**src/rtl/core/sma_pkg.sv**
```systemverilog
package sma_pkg;

  // Fixed field widths
  localparam int AVG_W  = 32;  // result width
  localparam int WL_W   = 9;   // window_length register width
  localparam int DATA_W = 32;  // APB data width
  localparam int ADDR_W = 3;   // APB address width

  // Register map (word index)
  localparam logic REG_WINDOW_LENGTH = 1'b0;

  localparam logic [WL_W-1:0] WL_RESET = WL_W'(1);

  // Sequencer states
  typedef enum logic [1:0] {
    ST_IDLE,
    ST_UPDATE,
    ST_DIVIDE,
    ST_FINISH
  } sma_state_t;

  // Controller to datapath
  typedef struct packed {
    logic accept;     // latch sample, read oldest ring entry
    logic update;     // write ring, update sum and count
    logic div_start;  // load divider with new sum
    logic out_load;   // move quotient to output register
  } sma_cmd_t;

  // Datapath to controller
  typedef struct packed {
    logic produce;    // window full after this sample
    logic div_busy;
    logic out_free;   // output register empty or being drained
  } sma_sts_t;

endpackage

```
**src/rtl/core/sma_ctrl.sv**
```systemverilog
module sma_ctrl (
  input  logic              clk,
  input  logic              rst,
  input  logic              in_valid,
  output logic              in_ready,
  input  sma_pkg::sma_sts_t sts,
  output sma_pkg::sma_cmd_t cmd
);

  import sma_pkg::*;

  sma_state_t state;
  sma_state_t state_next;

  always_ff @(posedge clk) begin
    if (rst) begin
      state <= ST_IDLE;
    end else begin
      state <= state_next;
    end
  end

  // Next state and commands
  always_comb begin
    state_next = state;
    cmd        = '0;
    in_ready   = 1'b0;
    case (state)
      ST_IDLE: begin
        in_ready = 1'b1;
        if (in_valid) begin
          cmd.accept = 1'b1;
          state_next = ST_UPDATE;
        end
      end
      ST_UPDATE: begin
        cmd.update = 1'b1;
        if (sts.produce) begin
          cmd.div_start = 1'b1;
          state_next    = ST_DIVIDE;
        end else begin
          state_next = ST_IDLE;
        end
      end
      ST_DIVIDE: begin
        if (!sts.div_busy) begin
          state_next = ST_FINISH;
        end
      end
      ST_FINISH: begin
        if (sts.out_free) begin
          cmd.out_load = 1'b1;
          state_next   = ST_IDLE;
        end
      end
      default: begin
        state_next = ST_IDLE;
      end
    endcase
  end

endmodule

```
**config.mk**
```make
export PLATFORM = sky130hd
export DESIGN_NAME = sma_ctrl
export DESIGN_NICKNAME = d
export VERILOG_FILES = /design/src/rtl/core/sma_pkg.sv /design/src/rtl/core/sma_ctrl.sv
export SDC_FILE = /design/constraint.sdc
export NUM_CORES = 1
export LEC_CHECK = 0
export BUFFER_PORTS_ARGS = -buffer_cell sky130_fd_sc_hd__buf_2
export CAP_MARGIN = 10
export CORE_AREA = 2 2 39 41
export DETAILED_ROUTE_END_ITERATION = 7
export DIE_AREA = 0 0 41 43
export PLACE_DENSITY = 0.4
export SYNTH_ARGS = -nofsm -noshare
export SYNTH_HDL_FRONTEND = slang
export SYNTH_SLANG_ARGS = --single-unit
export TNS_END_PERCENT = 1
```
**constraint.sdc**
```tcl
create_clock -name clk -period 2.5 [get_ports clk]
set_clock_uncertainty 0.2 [all_clocks]
set_input_delay 0.5 -clock clk [delete_from_list [all_inputs] [get_ports clk]]
set_output_delay 0.5 -clock clk [all_outputs]
set_load 0.005 [all_outputs]
```
### After elaboration in Yosys (flattened, before gate mapping)

Index checks and enable logic that the tools add are counted.

* bits in registers: 2
* latch bits: 0
* memory bits (writable): 0
* memory bits (read-only): 0
* logic and storage cells: 21
* memories: 0

* $add $sub $neg: 0
* $mul: 0
* divide/modulo/power cells: 0
* magnitude comparators: 0
* equality and inequality tests: 6
* shift-type cells: 0
* mux-type cells: 12
* bitwise logic cells: 0
* reduce and logical (&&, ||, !) cells: 2

Operators by type and width (count)
* $mux W2: 5
* $pmux W2 S4: 1
* $mux W1: 6
* $ne A2 B2 Y1 const B: 3
* $eq A2 B2 Y1 const B: 2
* $reduce_and A3 Y1: 1
* $eq A2 B1 Y1 const B: 1
* $logic_not A2 Y1: 1

### Depth between registers and ports, before layout

* depth in word-level cells: 3
* mapped depth: 2
* depth with buffers taken out: 2

### Worst setup path before layout

OpenSTA, ideal clock, no wires.

* path kind: in2out
* from: in sts[0] (netlist name)
* to: out cmd[0] (netlist name)
* data arrival time: 0.693 ns
* setup slack: 1.107 ns
* stages on the path: 1
* path buffers: 0
* cell sequence: and3_2

* cells in the longest elaborated chain, start to end: 2

Ends and longest elaborated chain
* start, declared: line sma_ctrl.sv:6 `input sma_pkg::sma_sts_t sts,`
* $mux W1: line sma_ctrl.sv:51 `if (sts.out_free) begin`
* $mux W1: line sma_ctrl.sv:28 `case (state)`
* end, declared: line sma_ctrl.sv:7 `output sma_pkg::sma_cmd_t cmd`

Every way passes these cells.

==> flow_metrics.env <==
export IMPL_drive_above_1_share_pct=65.4
export IMPL_synth_top_family_by_area="simple AND/OR/NAND/NOR gates"
export IMPL_synth_xor_area_share_pct=0
export IMPL_post_route_period_util_pct=68.1
export IMPL_worstPathArrival_ns=1.00
export IMPL_ys_seq_area_share_pct=30.5
export IMPL_wirelength_um=336
export IMPL_maxCapViolations=0
export IMPL_grtUsageTotal_pct=4.80
export IMPL_fin_crit_ns=1.70
export IMPL_leakage_nw=0.123
export IMPL_start_kind="register"
export IMPL_synth_simple_area_share_pct=43.8
export IMPL_htree_levels=1
export IMPL_syn_nets=19
export IMPL_fmax_ghz=0.588
export IMPL_clock_latency_ns=0.23
export IMPL_drt_first_pass_iters=3
export IMPL_cts_tree="done"
export IMPL_dp_cells=39
export IMPL_antenna_found_initial=0
export IMPL_numCtsBuffers=3
export IMPL_place_congestion=0.600
export IMPL_cp_required_ns=1.80
export IMPL_via_count=138
export IMPL_synth_mux_area_share_pct=0
export IMPL_rr_worst_depth=2
export IMPL_max_slew_margin_pct=86.4
export IMPL_stdcell_count=42
export IMPL_die_area_sq_mm=0.00176
export IMPL_drc_errors=0
export IMPL_areaGrowthSynthToFinish_pct=70.5
export IMPL_fp_coreArea_sq_mm=0.00138
export IMPL_ctsHoldBuffers=0
export IMPL_layout_commonest_cell="buf_2"
export IMPL_ctsResizeCount=0
export IMPL_drt_iter0_markers=6
export IMPL_layout_setup_ws_ns=0.799
export IMPL_synth_adder_area_share_pct=0
export IMPL_die_h_um=43
export IMPL_wl_per_cell_um=8.00
export IMPL_cts_sinks=2
export IMPL_rrSetupSlack_ns=1.38
export IMPL_tns_ns=0
export IMPL_synth_avg_cell_area_sq_um=10.1
export IMPL_worst_pin_slew_ns=0.201
export IMPL_cts_root_buf="clkbuf_4"
export IMPL_yosys_top_cells_area="dfxtp_1, o41ai_2, nand4bb_1, o21ba_1, and2b_2"
export IMPL_clock_path_buffers=2
export IMPL_clk_pin_slew_worst_paths_ns=0.03
export IMPL_power_density_mw_per_mm2=584
export IMPL_crit_type="register to output pin"
export IMPL_hold_slack_ns=0.295
export IMPL_grt_max_degree=9
export IMPL_peakVddDrop_mv=0.226
export IMPL_endpoint="cmd[2]"
export IMPL_diodes=0
export IMPL_worstPathMaxFanout=8
export IMPL_synth_top_cell_area_share_pct=30.5
export IMPL_cp_end_kind="output pin"
export IMPL_hold_viol_final=0
export IMPL_syn_inst=13
export IMPL_yosysUniqueCellTypes=11
export IMPL_io_buffers=10
export IMPL_grt_pass1_wl_um=469
export IMPL_synth_area_leader_cell="dfxtp_1"
export IMPL_final_cell_mix="buf_2, clkbuf_4, nor2_1, dfxtp_1"
export IMPL_ys_seq_elements=2
export IMPL_syn_area_sq_um=131
export IMPL_grt_ovfl_total=0
export IMPL_synth_compound_area_share_pct=25.7
export IMPL_nNetsFinal=34
export IMPL_slew_viol_final=0
export IMPL_rows=14
export IMPL_yosys_warnings=0
export IMPL_initial_core_util_pct=9.49
export IMPL_min_path_type="input pin to register"
export IMPL_postCtsSetupBuffers=0
export IMPL_ios=11
export IMPL_setup_viol=0
export IMPL_status="finished clean"
export IMPL_ant_nets=0
export IMPL_viasPerCell=3.29
export IMPL_rsz0062_at_grt="no"
export IMPL_grt_pass1_vias=114
export IMPL_die_width_um=41
export IMPL_dp_slack_ns=0.877
## routing by layer
metal	vias up	share of wire [%]	track usage, %
met2	13	24	4.06
met4	0	0	4.00
met1	51	52	5.41
li1	74	-	-
met5	-	0	0
met3	0	24	6.28
## stage by stage
stage	area (sq um)	power, mW	utilization [%]
5_1_grt	224	0.143	16.2
4_1_cts	224	0.136	16.2
2_1_floorplan	131	0.0484	-
6_report	224	0.131	16.2
3_3_place_gp	201	0.0602	14.6
3_5_place_dp	201	0.0599	14.6
## how the worst min path moves through the flow
stage          startpoint  endpoint  slack, ns  cells after the start
6_report              rst  state[0]       0.29                      2
5_1_grt               rst  state[0]       0.29                      2
4_1_cts               rst  state[0]       0.29                      2
3_5_place_dp     state[0]  state[0]       0.35                      1
3_3_place_gp     state[0]  state[0]       0.38                      1
2_1_floorplan    state[0]  state[0]       0.32                      1
## critical path, stage by stage, from the launching register on
cell	delay, ns
dfxtp_1	0.42
and2b_2	0.24
buf_2	0.12
## synth_stat cells
library cell  n
dfxtp_1       2
nor2_1        2
a21boi_0      1
and2_1        1
and2_2        1
and2b_2       1
and3_2        1
and3b_1       1
nand4bb_1     1
o21ba_1       1
o41ai_2       1
## kinds of logic (layout without fill, tap and decap cells)
family | count (synthesis) | count (layout)
flops | 2 | 2
simple gates | 8 | 8
buf+inv | 0 | 13
compound gates | 3 | 3
## where the power goes
part           leakage (nW)  internal, mW  switching (mW)
Sequential           0.0165        0.0346         0.00389
Combinational        0.0927        0.0132         0.00760
Clock                0.0138        0.0529          0.0185
Total                 0.123         0.101          0.0300
## area by class of cell
cell class / instances / area, sq um
fillers: 156 / 1160
flip-flops and latches: 2 / 40.0
multi-input cells: 11 / 91.3
repair buffers: 10 / 50.0
clock buffers: 3 / 22.5
well taps: 16 / 20.0
No activity file was read; power rests on OpenSTA's default activity.
